--- src/sv/srle_ram.sv ---
`timescale 1ns / 1ps
// ----------------------------------------------------------------------------
// srle_ram - generic single-write, single-read RAM
// One write port, one read port, read data registered.
// ----------------------------------------------------------------------------
module srle_ram #(
  parameter int WIDTH = 8,
  parameter int DEPTH = 32,
  parameter int AW    = (DEPTH > 1) ? $clog2(DEPTH) : 1
) (
  input  logic             clk,
  input  logic             we,
  input  logic [AW-1:0]    waddr,
  input  logic [WIDTH-1:0] wdata,
  input  logic [AW-1:0]    raddr,
  output logic [WIDTH-1:0] rdata
);

  logic [WIDTH-1:0] mem [DEPTH];

  always_ff @(posedge clk) begin
    if (we) begin
      mem[waddr] <= wdata;
    end
    rdata <= mem[raddr];
  end

endmodule

--- config.mk ---
export PLATFORM = sky130hd
export DESIGN_NAME = srle_ram
export DESIGN_NICKNAME = d
export VERILOG_FILES = /design/src/sv/srle_ram.sv
export SDC_FILE = /design/constraint.sdc
export NUM_CORES = 1
export LEC_CHECK = 0
export BUFFER_PORTS_ARGS = -buffer_cell sky130_fd_sc_hd__buf_2
export CORE_MARGIN = 5
export CORE_UTILIZATION = 47
export CTS_CLUSTER_DIAMETER = 200
export DETAILED_ROUTE_END_ITERATION = 16
export GPL_TIMING_DRIVEN = 0
export PLACE_DENSITY = 0.67
export SYNTH_ARGS = -nofsm -noshare
export SYNTH_HDL_FRONTEND = slang
export SYNTH_SLANG_ARGS = --single-unit
--- constraint.sdc ---
create_clock -name clk -period 2.24 [get_ports clk]
set_clock_uncertainty 0.05 [all_clocks]
set_input_delay 0.448 -clock clk [delete_from_list [all_inputs] [get_ports clk]]
set_output_delay 0.448 -clock clk [all_outputs]
set_load 0.03 [all_outputs]
### Word level (Yosys, flattened, before mapping)

Memories as Yosys holds them, arrays and structs flattened. A register that Yosys moved wholly into a read port is not among the register bits.
Index checks and enable logic that the tools add are counted.

| storage, ports and cells | value |
|---|---|
| register bits | 0 |
| bits in writable memories | 256 |
| output and inout bits | 8 |
| logic and storage cells | 3 |
| memories kept | 1 |

| operators by class | value |
|---|---|
| muxes and demuxes | 2 |

Memory list:

| name | words | bits a word | read ports | clocked after memory_dff | wr ports | line | RTL |
|---|---|---|---|---|---|---|---|
| mem | 32 | 8 | 1 | 1 | 1 | 19 | `logic [WIDTH-1:0] mem [DEPTH];` |

Operator list:

| kind | count |
|---|---|
| $mux 1 | 2 |

### Logic depth before layout (Yosys ltp)

Gate-level depths: netlist (run 1).

| depth | value |
|---|---|
| depth in word-level cells | 2 |
| mapped depth | 5 |
| gate-level depth less buffers | 3 |

### Worst setup path after synthesis (run 1)

OpenSTA, ideal clock, no wires.

| timing | value |
|---|---|
| path kind | input to register |
| from | input port raddr[2] |
| to | register rdata[0] (read register of mem) |
| data arrival time | 2.130 ns |
| path slack | -0.060 ns |
| stages on the path | 5 |
| buffers on the path | 2 |
| cell sequence | clkbuf_1 > clkbuf_1 > mux4_2 > mux4_2 > mux2_2 |

RTL lines:

| item | line | RTL |
|---|---|---|
| start, declared | 15 | `input logic [AW-1:0] raddr,` |
| end, declared | 16 | `output logic [WIDTH-1:0] rdata` |

==> summary.txt, run 1 <==
CTS Sinks -> 264
gp weighted congestion -> 0.774
most used cell, CP -> mux4_2
setup slack at placement -> -0.491 ns
standard-cell row count -> 53
Max H-tree Level -> 1
commonest non-fill, non-tap cells in the layout -> 256 x edfxtp_1, 80 x mux4_2, 33 x nor2_1
GRT overflow -> 0
via count -> 4391
# IOs -> 28
most common cell after layout, fill and taps aside -> edfxtp_1
# Max-Cap Violations -> 0
Tmin final -> 2.15 ns
P_leak -> 3.52 nW
count of final hold-check violations -> 0
startpoint types -> input port
Post-DP HPWL -> 12.7 mm
Routed Antenna Nets -> 0
sequential share of the synthesized area -> 0.781
Worst VDD drop -> 0.000643 V
Remaining DRCs -> 0
Design Power -> 10.1 mW
Root Driver -> clkbuf_16
vias in the first global route -> 4634
Crit path required time -> 2.58 ns
yosys warns -> 0
synth unique cells -> 15
die area -> 24400 sq um
pwr dens -> 893 nW/um^2
syn_area_per_cell -> 24.1 sq um
Total GRT Usage -> 0.167
dominant cells by area after synthesis -> edfxtp_1 76%, mux4_2 18%, dfxtp_1 1.6%, nor2_1 1.2%, mux2_2 0.90%
CP max-delay cell -> mux4_2
CTS Buffer Depth -> 3
TNS Setup -> 0 ns
final wirelength -> 19.8 mm
worst path cell trace -> clkbuf_1, buf_2, mux4_2, mux4_2, mux2_2
Die Ht -> 156 microns
number of CTS-inserted buffers -> 26
max frequency -> 465 MHz
met3 usage -> 0.0230
# port buffers -> 22
Worst Hold Class -> input port to flop
clock slew at reported path FFs -> 0.06 ns
drt wl/cell -> 26.0 microns
final period utilization -> 0.960
post-detailed-route via-to-cell ratio -> 5.78
grt peak-use layer -> met2
slowest stage delay, CP -> 0.52 ns
cell taking the most area after synthesis -> edfxtp_1
TritonRoute pass-1 iters -> 5
Die Span X -> 156 microns
Synth Register Bits -> 264
DRT iter0 DRCs -> 551
CTS tree -> done
Ant. Diodes -> 0
Synth Cell Area -> 10100 sq um
Setup WS post-layout -> 0.0894 ns
syn nets -> 437
Final Slew Violations -> 0
final setup vio count -> 0
initial antenna violation count -> 0
cell count after synthesis -> 417
grt met1 use -> 0.249
Yosys top cell area share -> 0.765
CP endpoint kind -> flop
share of cells above drive strength 1 -> 0.338
Slew @ Worst Pin -> 0.964 ns
core area -> 21000 sq um
run status -> completed
Slew Limit Headroom -> 0.355
Final #Nets -> 487
kind of critical path -> input port to flop
CP arrival -> 2.49 ns
Syn-to-layout area delta -> 12.5%
largest net degree at the start of global routing -> 33
first-pass GRT wire length -> 29.9 mm
Fin Hold WS -> 0.404 ns
Critical Path Fanout Max -> 10
worst skew pair latency -> 0.52 ns
RSZ-0062 raised after global routing -> false
starting density of the core -> 0.478
M2 GR Usage -> 0.267
final core utilization -> 0.538
path summary, 6_finish.rpt:
| kind | from | end | slack [ns] | cells after the start |
|---|---|---|---|---|
| max | raddr[2] | rdata[7] | 0.09 | 5 |
| min | wdata[6] | mem[3][6] | 0.40 | 1 |
| max reg2reg | mem[31][1] | rdata[1] | 0.35 | 3 |
| min reg2reg | mem[6][5] | rdata[5] | 0.89 | 3 |
metal layers:
metal / part of all wire / up-vias
li1: - / 1881
met3: 0.058 / 26
met5: 0 / -
met4: 0.019 / 0
met2: 0.49 / 138
met1: 0.43 / 2346
final cells by class:
cell class / count / area [sq um]
Fill cell: 1547 / 9710
Clock inverter: 9 / 41.3
Clock buffer: 37 / 753
Multi-Input combinational cell: 133 / 2100
Tap cell: 275 / 344
Buffer: 20 / 114
Timing Repair Buffer: 22 / 110
Sequential cell: 264 / 7850
cell usage after synthesis:
master	count
mux4_2	80
buf_2	1
or3b_2	3
clkbuf_1	6
buf_6	1
nor2_1	33
or3_1	1
buf_4	6
buf_1	6
nand2_1	1
edfxtp_1	256
nand3b_1	5
mux2_2	8
nand3_1	2
dfxtp_1	8
per-stage QoR:
stage	instances	cell area, sq um
CTS	760	11300
detailed placement	714	10500
global placement	714	10500
floorplan	417	10100
global route	760	11300
finish	760	11300
kinds of logic after synthesis:
kind of cell / Yosys count / share of synthesized area
mux: 88 / 0.188
simple gates: 45 / 0.0207
buf+inv: 20 / 0.0106
flops: 264 / 0.781
repair_timing:
item                       CTS  global route
hold buffers                 0             0
buffers inserted             0             0
setup endpoints to repair    0             2
gates resized for setup      0             1
power by group:
part           total [mW]  internal [mW]  switching (mW)
clock network        4.04           2.32            1.71
logic               0.551          0.224           0.326
registers            5.51           5.49          0.0164
total                10.1           8.04            2.06
sequential cells by signal, indices dropped and copies added (netlist names):
name and cells:
mem 256, rdata 8
critical path, delay by kind of cell:
family / cells / cell delay (ns)
muxes: 3 / 1.23
buffers and inverters: 2 / 0.80
(Power assumes the default switching activity.)
==> run 2: changes to the inputs <==
CORE_UTILIZATION = 45   (was 47)
PLACE_DENSITY = 0.65   (was 0.67)
==> summary.txt, run 2 (same netlist as run 1, synthesis figures left out) <==
final core utilization -> 0.516
Syn-to-layout area delta -> 12.3%
share of cells above drive strength 1 -> 0.328
worst skew pair latency -> 0.52 ns
standard-cell row count -> 54
RSZ-0062 raised after global routing -> false
startpoint types -> input port
CP endpoint kind -> flop
Routed Antenna Nets -> 0
TritonRoute pass-1 iters -> 4
count of final hold-check violations -> 0
Design Power -> 10.0 mW
TNS Setup -> 0 ns
Total GRT Usage -> 0.155
max frequency -> 506 MHz
# IOs -> 28
Slew Limit Headroom -> 0.454
post-CTS setup buffers -> 0
Final #Nets -> 486
Crit path required time -> 2.59 ns
Hold Startpoint -> raddr[3]
Final Instance Area -> 11300 sq um
final wirelength -> 19.7 mm
Tmin final -> 1.98 ns
drt wl/cell -> 25.7 microns
Remaining DRCs -> 0
Final Slew Violations -> 0
Fin Hold WS -> 0.397 ns
Top Registers -> mem x256, rdata x8
vias in the first global route -> 4593
Slew @ Worst Pin -> 0.815 ns
Worst Hold Class -> input port to flop
kind of critical path -> input port to flop
most common cell after layout, fill and taps aside -> edfxtp_1
Die Ht -> 159 microns
largest net degree at the start of global routing -> 33
hold depth -> 2
P_leak -> 3.49 nW
Setup WS post-layout -> 0.264 ns
# port buffers -> 22
commonest non-fill, non-tap cells in the layout -> 256 x edfxtp_1, 80 x mux4_2, 33 x nor2_1
DRT iter0 DRCs -> 324
CTS Sinks -> 264
pwr dens -> 886 nW/um^2
Post-DP HPWL -> 12.9 mm
R2R Path Start -> mem[11][0]
CP arrival -> 2.32 ns
RR Endpoint -> rdata[0]
core area -> 21900 sq um
GRT overflow -> 0
post-place instance area -> 10500 sq um
first-pass GRT wire length -> 29.8 mm
clock slew at reported path FFs -> 0.06 ns
number of CTS-inserted buffers -> 25
Biggest register -> mem
Critical Path Fanout Max -> 10
# Max-Cap Violations -> 0
die area -> 25400 sq um
Max H-tree Level -> 1
CTS Buffer Depth -> 3
max reg flops -> 256
Finished Layout Cells -> 767
via count -> 4387
WHS Endpoint -> rdata[7]
starting density of the core -> 0.459
worst r2r path cells -> 3
final period utilization -> 0.882
gp weighted congestion -> 0.746
setup slack at placement -> -0.526 ns
initial antenna violation count -> 3
Placed Cells -> 719
final setup vio count -> 0
run status -> completed
Fillers -> 1747
CTS tree -> done
FF-to-FF setup slack -> 0.35 ns
Die Span X -> 159 microns
post-detailed-route via-to-cell ratio -> 5.72
Worst VDD drop -> 0.000550 V
Root Driver -> clkbuf_16
==> run 2: cell count changes in the layout (fill, tap and decap cells not counted) <==
cell / change
buf_2: -1
bufinv_16: +1
clkbuf_1: +2
clkbuf_16: -2
clkbuf_2: +2
clkbuf_8: -2
clkinv_1: +3
clkinv_2: -5
clkinvlp_4: +1
diode_2: +2
inv_6: +1
==> run 2: layer usage <==
metal  up-vias  wire, microns  track usage
met2       142           9550        0.245
met5         -             13            0
li1       1877              -            -
met4         2            303       0.0341
met3        22           1530       0.0342
met1      2344           8320        0.225
==> run 2: cell type report <==
type,count,area (sq um),share of cell area
diodes,2,5.00,0.000443
plain buffers,20,115,0.0102
clock buffers,36,687,0.0609
clock inverters,10,73.8,0.00654
multi-input cells,133,2100,0.186
flip-flops and latches,264,7850,0.695
well taps,280,350,0.0310
repair buffers,22,110,0.00975
==> run 2: timing repair <==
item | 4_1_cts | 5_1_grt
setup endpoints to repair | 0 | 6
hold endpoints to repair | 0 | 0
hold buffers | 0 | 0
gates resized for setup | 0 | 2
==> run 2: worst max-delay path, stage by stage <==
cell      delay [ns]
clkbuf_2        0.26
buf_2           0.39
mux4_2          0.41
mux4_2          0.50
mux2_2          0.30
==> run 2: power by group <==
part           switching, mW  internal, mW  leakage [nW]
clock network           1.70          2.24         0.365
logic                  0.329         0.225         0.753
registers             0.0167          5.49          2.37
==> run 2: worst max path at each step <==
stage / startpoint / end / depth (start not counted)
global placement: raddr[2] / rdata[7] / 5
detailed placement: raddr[2] / rdata[2] / 5
global route: raddr[1] / rdata[2] / 4
finish: raddr[2] / rdata[0] / 5
floorplan: raddr[1] / rdata[0] / 4
CTS: raddr[2] / rdata[7] / 5
