`config.mk`:
```
export PLATFORM = sky130hd
export DESIGN_NAME = srle_emit_flat
export DESIGN_NICKNAME = d
export VERILOG_FILES = /design/src/sv/srle_pkg.sv /design/src/sv/srle_if.sv /design/src/sv/srle_emit.sv /design/src/flat_wrapper.sv
export SDC_FILE = /design/constraint.sdc
export NUM_CORES = 1
export LEC_CHECK = 0
export ABC_AREA = 1
export BUFFER_PORTS_ARGS = -buffer_cell sky130_fd_sc_hd__buf_2
export CORE_MARGIN = 2
export CORE_UTILIZATION = 50
export DETAILED_ROUTE_END_ITERATION = 12
export PLACE_DENSITY = 0.74
export SLEW_MARGIN = 20
export SYNTH_ARGS = -nofsm -noshare
export SYNTH_HDL_FRONTEND = slang
export SYNTH_SLANG_ARGS = --single-unit
```
`constraint.sdc`:
```
create_clock -name clk -period 3.2 [get_ports clk]
set_input_delay 0.32 -clock clk [delete_from_list [all_inputs] [get_ports clk]]
set_output_delay 0.32 -clock clk [all_outputs]
set_load 0.02 [all_outputs]
```
`src/sv/srle_pkg.sv`:
```
`timescale 1ns / 1ps
// ----------------------------------------------------------------------------
// srle_pkg - S-record line encoder shared definitions
// Line geometry, register indexes, character codes, sequencer states.
// ----------------------------------------------------------------------------
package srle_pkg;

  localparam int LINE_BYTES = 32;
  localparam int LINE_AW    = (LINE_BYTES > 1) ? $clog2(LINE_BYTES) : 1;
  localparam int FILL_W     = $clog2(LINE_BYTES + 1);

  localparam int CFG_IDX_W  = 2;
  localparam logic [CFG_IDX_W-1:0] REG_BASE_ADDRESS = 2'd0;
  localparam logic [CFG_IDX_W-1:0] REG_SHORT_MODE   = 2'd1;

  localparam logic [6:0] CH_S  = 7'h53;
  localparam logic [6:0] CH_2  = 7'h32;
  localparam logic [6:0] CH_3  = 7'h33;
  localparam logic [6:0] CH_LF = 7'h0A;
  localparam logic [6:0] CH_NUL = 7'h00;

  // count byte = address bytes + data bytes + 1
  localparam logic [7:0] CNT_EXTRA_S3 = 8'd5;
  localparam logic [7:0] CNT_EXTRA_S2 = 8'd4;

  typedef enum logic [3:0] {
    ST_IDLE,
    ST_HEAD,
    ST_COUNT,
    ST_ADDR3,
    ST_ADDR2,
    ST_ADDR1,
    ST_ADDR0,
    ST_DATA,
    ST_SUM,
    ST_EOL
  } emit_state_t;

  typedef struct packed {
    logic [31:0]       addr;
    logic              short_rec;
    logic [FILL_W-1:0] nbytes;
    logic [7:0]        cksum;
  } line_info_t;

  function automatic logic [6:0] hex_char(input logic [3:0] nib);
    logic [6:0] c;
    if (nib <= 4'd9) c = 7'h30 + {3'b000, nib};
    else c = 7'h37 + {3'b000, nib};
    return c;
  endfunction

endpackage

```
`src/sv/srle_if.sv`:
```


interface srle_out_if;
  logic       valid;
  logic       ready;
  logic [6:0] first_char;
  logic [6:0] second_char;
  logic [1:0] char_count;
  logic       line_end;
  modport source (output valid, first_char, second_char, char_count, line_end,
                  input ready);
  modport sink   (input valid, first_char, second_char, char_count, line_end,
                  output ready);
endinterface


```
`src/sv/srle_emit.sv`:
```
`timescale 1ns / 1ps
// ----------------------------------------------------------------------------
// srle_emit - record line sequencer
// Walks header, count, address, stored data, checksum and line end, one pair a beat.
// ----------------------------------------------------------------------------
module srle_emit import srle_pkg::*; (
  input  logic               clk,
  input  logic               rst,
  input  logic               start,
  input  line_info_t         info,
  output logic               busy,
  output logic [LINE_AW-1:0] raddr,
  input  logic [7:0]         rdata,
  srle_out_if.source         record
);

  emit_state_t       state, state_next;
  logic [31:0]       addr;
  logic              short_rec;
  logic [FILL_W-1:0] nbytes;
  logic [7:0]        cksum;
  logic [FILL_W-1:0] rd_idx, rd_idx_next;
  logic              fire;
  logic              last_data;
  logic [7:0]        count_byte;
  logic [7:0]        hex_val;
  logic [7:0]        sum_add;
  logic [6:0]        pair_first, pair_second;
  logic [1:0]        pair_cnt;
  logic              pair_end;

  assign busy       = (state != ST_IDLE);
  assign fire       = busy && (!record.valid || record.ready);
  assign last_data  = (rd_idx == nbytes - FILL_W'(1));
  assign count_byte = 8'(nbytes) + (short_rec ? CNT_EXTRA_S2 : CNT_EXTRA_S3);

  always_comb begin
    state_next = state;
    unique case (state)
      ST_IDLE:  if (start) state_next = ST_HEAD;
      ST_HEAD:  if (fire) state_next = ST_COUNT;
      ST_COUNT: if (fire) state_next = short_rec ? ST_ADDR2 : ST_ADDR3;
      ST_ADDR3: if (fire) state_next = ST_ADDR2;
      ST_ADDR2: if (fire) state_next = ST_ADDR1;
      ST_ADDR1: if (fire) state_next = ST_ADDR0;
      ST_ADDR0: if (fire) state_next = ST_DATA;
      ST_DATA:  if (fire && last_data) state_next = ST_SUM;
      ST_SUM:   if (fire) state_next = ST_EOL;
      ST_EOL:   if (fire) state_next = ST_IDLE;
      default:  state_next = ST_IDLE;
    endcase
  end

  always_comb begin
    hex_val = 8'h00;
    sum_add = 8'h00;
    unique case (state)
      ST_COUNT: begin hex_val = count_byte;  sum_add = count_byte;  end
      ST_ADDR3: begin hex_val = addr[31:24]; sum_add = addr[31:24]; end
      ST_ADDR2: begin hex_val = addr[23:16]; sum_add = addr[23:16]; end
      ST_ADDR1: begin hex_val = addr[15:8];  sum_add = addr[15:8];  end
      ST_ADDR0: begin hex_val = addr[7:0];   sum_add = addr[7:0];   end
      ST_DATA:  hex_val = rdata;
      ST_SUM:   hex_val = ~cksum;
      default:  hex_val = 8'h00;
    endcase
  end

  always_comb begin
    pair_first  = hex_char(hex_val[7:4]);
    pair_second = hex_char(hex_val[3:0]);
    pair_cnt    = 2'd2;
    pair_end    = 1'b0;
    unique case (state)
      ST_HEAD: begin
        pair_first  = CH_S;
        pair_second = short_rec ? CH_2 : CH_3;
      end
      ST_EOL: begin
        pair_first  = CH_LF;
        pair_second = CH_NUL;
        pair_cnt    = 2'd1;
        pair_end    = 1'b1;
      end
      default: ;
    endcase
  end

  // store is read every cycle at rd_idx_next, so the registered rdata tracks the entry at rd_idx
  always_comb begin
    rd_idx_next = rd_idx;
    if (state == ST_IDLE) rd_idx_next = '0;
    else if (state == ST_DATA && fire) rd_idx_next = rd_idx + FILL_W'(1);
  end
  assign raddr = rd_idx_next[LINE_AW-1:0];

  always_ff @(posedge clk) begin
    if (rst) begin
      state        <= ST_IDLE;
      record.valid <= 1'b0;
      rd_idx       <= '0;
    end else begin
      state  <= state_next;
      rd_idx <= rd_idx_next;
      if (fire) record.valid <= 1'b1;
      else if (record.ready) record.valid <= 1'b0;
    end
  end

  always_ff @(posedge clk) begin
    if (state == ST_IDLE && start) begin
      addr      <= info.addr;
      short_rec <= info.short_rec;
      nbytes    <= info.nbytes;
      cksum     <= info.cksum;
    end else if (fire) begin
      cksum <= cksum + sum_add;
    end
    if (fire) begin
      record.first_char  <= pair_first;
      record.second_char <= pair_second;
      record.char_count  <= pair_cnt;
      record.line_end    <= pair_end;
    end
  end

endmodule

```
`src/flat_wrapper.sv`:
```
// flat-port wrapper written by rule: the top's interface ports become plain ports
module srle_emit_flat import srle_pkg::*;
  (clk, rst, start, info, busy, raddr, rdata, record_valid, record_first_char, record_second_char, record_char_count, record_line_end, record_ready);
  srle_out_if record_i ();
  input  logic clk;
  input  logic rst;
  input  logic start;
  input  line_info_t info;
  output logic busy;
  output logic [LINE_AW-1:0] raddr;
  input  logic [7:0] rdata;
  output wire logic [$bits(record_i.valid)-1:0] record_valid;
  output wire logic [$bits(record_i.first_char)-1:0] record_first_char;
  output wire logic [$bits(record_i.second_char)-1:0] record_second_char;
  output wire logic [$bits(record_i.char_count)-1:0] record_char_count;
  output wire logic [$bits(record_i.line_end)-1:0] record_line_end;
  input wire logic [$bits(record_i.ready)-1:0] record_ready;
  assign record_valid = record_i.valid;
  assign record_first_char = record_i.first_char;
  assign record_second_char = record_i.second_char;
  assign record_char_count = record_i.char_count;
  assign record_line_end = record_i.line_end;
  assign record_i.ready = record_ready;
  srle_emit u_core (.clk(clk), .rst(rst), .start(start), .info(info), .busy(busy), .raddr(raddr), .rdata(rdata), .record(record_i));
endmodule
```
### Word-level counts from Yosys, hierarchy flattened

Cells that the tools add are included.

* $add $sub $neg: 8
* $lt $le $gt $ge: 2
* eq/ne operators: 20
* multiplexer cells: 28
* bitwise gates (word level): 1
* reductions and logical operators: 12

Operator list (number)
* $pmux 8 s7: 1
* $mux 4: 10
* $pmux 4 s10: 1
* $pmux 8 s5: 1
* $add 6x4->7 const A: 4
* $pmux 7 s2: 2
* $ne 2x1->1 const B: 9
* $eq 4x3->1 const B: 4
* $mux 8: 2
* $mux 7: 2
* $mux 5: 2
* $reduce_and 10->1: 1
* $add 6x8->8: 1
* $add 8x8->8: 1
* $eq 4x2->1 const B: 2
* $eq 4x4->1 const B: 2
* $le 4x4->1 const B: 2
* $not 8->8: 1
* $add 6x1->6 const B: 1
* $eq 6x6->1: 1
* $sub 6x1->6 const B: 1
* $mux 1: 5
* $eq 4x1->1 const B: 1
* $logic_and 1x1->1: 4
* 9 further kinds: 10

* register bits after elaboration: 75
* output and inout port bits: 24

### Depth between registers and ports, before layout

* depth in word-level cells: 6
* mapped depth: 19

### Worst setup path before layout

OpenSTA, ideal clock, no wires.

* path kind: reg2reg
* from: register u_core.state[2]
* to: register u_core.cksum[6], data pin
* arrival: 2.368 ns
* data required time: 2.942 ns
* path slack: 0.574 ns
* cell stages (with the launch flop): 20
* period minus slack after synthesis: 2.626 ns
* path through: dfxtp_1 > inv_1 > nor2_4 > nand2_1 > inv_2 > nand2_1 > nand2_1 > inv_1 > nand3_2 > ha_1 > inv_1 > fa_1 > nand3b_1 > nand2_1 > nand2_1 > nand2_1 > a21oi_1 > and2_1 > o21ai_0 > nand2_1

* longest elaborated chain between the ends: 5

Ends and longest elaborated chain
* start: declaration: line srle_emit.sv:17 `emit_state_t state, state_next;`
* start signal: assignment: line srle_emit.sv:103 `state <= state_next;`
* $eq 4x3->1 / $eq 4x2->1 (equally long branches): line srle_emit.sv:57 `unique case (state)`
* $pmux 8 s5: line srle_emit.sv:57
* $add 8x8->8: line srle_emit.sv:117 `cksum <= cksum + sum_add;`
* $mux 8: line srle_emit.sv:116 `end else if (fire) begin`
* $mux 8 (*): line srle_emit.sv:111 `if (state == ST_IDLE && start) begin`
* end signal: assignment: line srle_emit.sv:115 `cksum <= info.cksum;`
* end signal: assignment: line srle_emit.sv:117
* end: declaration: line srle_emit.sv:21 `logic [7:0] cksum;`

Mark *: on every way between the ends. The rest lies on a longest branch, timed or not. The select of a mux whose other input is x is not followed.
A chain may end at the register's enable or synchronous reset.

### Worst setup path after layout

* from: register u_core.state[1]
* to: register u_core.cksum[6], data pin

The elaborated chain is that of the path after synthesis.

==> flow_summary_export.csv <==
group,metric,value,unit
status,status,"finished, final reports clean",
route,drt_wl_total,8960,um
route,vias_per_cell,5.03,
critical_path,path_cells,"inv_1 > nor2_4 > nand2_1 > inv_1 > nand2_1 > nand3_2 > ha_1 > inv_1 > fa_1 > nand3b_1 > nand2_1 > nand2_1 > nand2_1 > a21oi_1 > and2_1 > o21ai_0 > nand2_1",
critical_path,crit_top_cell,"nand2_1",
critical_path,slowest_stage,"dfxtp_1",
final_layout,drive_gt1_share,22.2,%
timing,period_share,93.0,%
final_layout,fillers,689,
grt,grt_max_degree,34,
worst_hold_path,hold_path_class,"in2reg",
timing,worst_slew_pin_slew,0.450,ns
timing,rsz0062_at_grt,"no",
synthesis,yosys_warnings,0,
final_layout,final_nets,643,
grt,grtUsageTotal,21.6,%
final_layout,fin_cells,675,
critical_path,start_kind,"flip-flop",
clock_network,htree_levels,3,
route,ant_nets,0,
route,vias,3394,
clock_network,cts_sinks,74,
critical_path,cp_top_family,"simple AND/OR/NAND/NOR gates",
pwr,static-leakage-power,2.28,nW
route,initialDrtViolationCount,194,
grt,grt_pass1_wl,14700,um
grt,grtUsageMet2,34.9,%
synthesis,synth.avg_cell_area,8.51,sq um
floorplanning,dieArea,0.00882,sq mm
route,drc,0,
critical_path,critPathKind,"reg2reg",
floorplanning,initial_core_util,52.1,%
clock_network,numCtsBuffers,9,
critical_path,slowest_delay,0.43,ns
place,dp.cells,658,
synthesis,ys_types,34,
grt,gr-total-overflow,0,
route,wl_per_cell,13.3,um
critical_path,crit_path_max_fanout,6,
pwr,p_per_area,916,mW/mm^2
clock_network,clockBufferDepth,2,
critical_path,critical_path_required,3.30,ns
floorplanning,coreArea,0.00777,sq mm
place,place_hpwl,6970,um
grt,use_met3,4.49,%
grt,grt_util_met1,28.9,%
synthesis,yosysSeqAreaShare,52.2,%
clock_network,cts_tree,"built",
floorplanning,pin_count,83,
grt,antenna_found_initial,0,
synthesis,syn-cell-area,0.00404,sq mm
timing,setup_violations,0,
place,portBuffers,82,
grt,grt_pass1_vias,3212,
synthesis,synth_seq_cells,74,
final_layout,syn2layout_area_growth,19.3,%
clock_network,cts.hold.buffers_added,0,
final_layout,diodes,0,
timing,maxSlewViolCount,0,
place,routabilityCongestion,0.914,
floorplanning,die-width,93.9,um
timing,finalCriticalPeriod,2.98,ns
pwr,vdd_drop_max,0.000471,V
clock_network,cts_root_buf,"clkbuf_8",
timing,final-hold-violation-count,0,
synthesis,synthCells,475,
clock_network,worstSkewPairLatency,0.35,ns
route,drtPass1Iterations,5,
grt,grt_busiest_layer,"met2",
timing,max_freq,0.336,GHz
timing,tns,0,ns
floorplanning,fp.dieH,93.9,um
timing,slew_headroom,70.0,%
critical_path,cp.arrival,3.08,ns
floorplanning,core.rowCount,32,
critical_path,path_buf_inv,3,
job,cap_viol_max_count,0,
critical_path,worst_setup_path_end_kind,"flip-flop",
timing,finClkSkew,0.00903,ns
clock_network,clk_pin_slew_worst_paths,0.08,ns
synthesis,syn_nets,550,
## what timing repair did
action / in CTS / in global routing
resized for setup: 0 / 3
endpoints found under the setup margin: 0 / 1
setup buffers: 0 / 1
## cell type report
cell class                 instances  area (sq um)  area share, %
clock inverter                     7          93.8           1.95
inverter                          59           221           4.59
tap                              102           128           2.65
clock buffer                       9           124           2.57
timing repair buffer              85           445           9.23
multi-input combinational        339          1700           35.2
sequential                        74          2110           43.8
## cells by family after synthesis
logic type	after synthesis	share of synthesized area, %
xor gates and xnor gates	4	0.866
AOI/OAI and AO/OA	42	5.72
and+or+nand+nor	277	30.1
DFF	74	52.2
buffers and inverters	62	5.94
adders and majority gates	16	5.14
## metrics by stage
step           instance area (sq um)  hold WS (ns)  power (mW)  util [%]  setup WS, ns
6_report                        4820         0.139        4.42      62.1         0.225
5_1_grt                         4820         0.124        4.76      62.1       0.00859
4_1_cts                         4810         0.133        4.40      61.9         0.189
3_5_place_dp                    4590         0.498        3.61      59.1         0.213
3_3_place_gp                    4590         0.496        3.55      59.1         0.348
2_1_floorplan                   4040         0.389        3.08         -         0.574
## final timing paths
path	end	startpoint	cells past startpoint	slack (ns)
setup / recovery	u_core.cksum[6]$_DFFE_PP_	u_core.state[1]$_SDFFE_PP0P_	17	0.22
hold / removal	u_core.addr[20]$_DFFE_PP_	info[35]	1	0.14
setup reg to reg	u_core.cksum[6]$_DFFE_PP_	u_core.state[1]$_SDFFE_PP0P_	17	0.22
hold reg to reg	u_core.rd_idx[4]$_SDFF_PP0_	u_core.rd_idx[4]$_SDFF_PP0_	2	0.58
## where the power goes
group | switching [mW] | leakage (nW) | internal [mW]
sequential | 0.143 | 0.684 | 1.50
clock | 0.357 | 0.107 | 0.437
combinational | 1.32 | 1.49 | 0.657
total | 1.82 | 2.28 | 2.60
## routing by layer
metal	up-vias	share of wire (%)	wire length [um]
met5	-	0	0
met1	1532	45	4000
met4	0	1.1	102
li1	1747	-	-
met2	105	48	4290
met3	10	6.3	567
## cell usage in the layout (no fill, tap or decap), types with 9 or more instances in the layout
| cell | netlist | final |
|---|---|---|
| edfxtp_1 | 63 | 63 |
| clkbuf_8 | 0 | 9 |
| dfxtp_1 | 11 | 11 |
| buf_2 | 0 | 82 |
| a21oi_1 | 16 | 16 |
| inv_1 | 54 | 54 |
| nor2_1 | 52 | 49 |
| ha_1 | 15 | 15 |
| nand3_1 | 41 | 41 |
| nand2_1 | 149 | 149 |
| o21ai_0 | 19 | 19 |
## flip-flops by register name, indices dropped and copies added, names as in the netlist
name and flops:
u_core.record.char_count 2, u_core.record.second_char 7, u_core.addr 32, u_core.state 4
u_core.cksum 8, u_core.short_rec 1, u_core.rd_idx 6, u_core.record.valid 1
u_core.record.first_char 7, u_core.nbytes 6
## cell usage after synthesis (all sizes together)
cell type / number / area [sq um]
nand4: 3 / 18.8
and2: 2 / 12.5
or3: 3 / 20.0
fa: 1 / 20.0
nand3b: 7 / 52.6
o21ai: 21 / 109
clkinv: 1 / 3.75
ha: 15 / 188
edfxtp: 63 / 1890
o221ai: 1 / 8.76
nor3: 4 / 25.0
nor2: 60 / 260
o211ai: 1 / 12.5
a21oi: 16 / 80.1
inv: 58 / 218
xor2: 4 / 35.0
a21boi: 2 / 15.0
clkbuf: 1 / 3.75
buf: 2 / 15.0
nand3: 42 / 215
dfxtp: 11 / 220
nand2: 156 / 613
o22ai: 1 / 6.26
No activity file was read; power rests on OpenSTA's default activity.
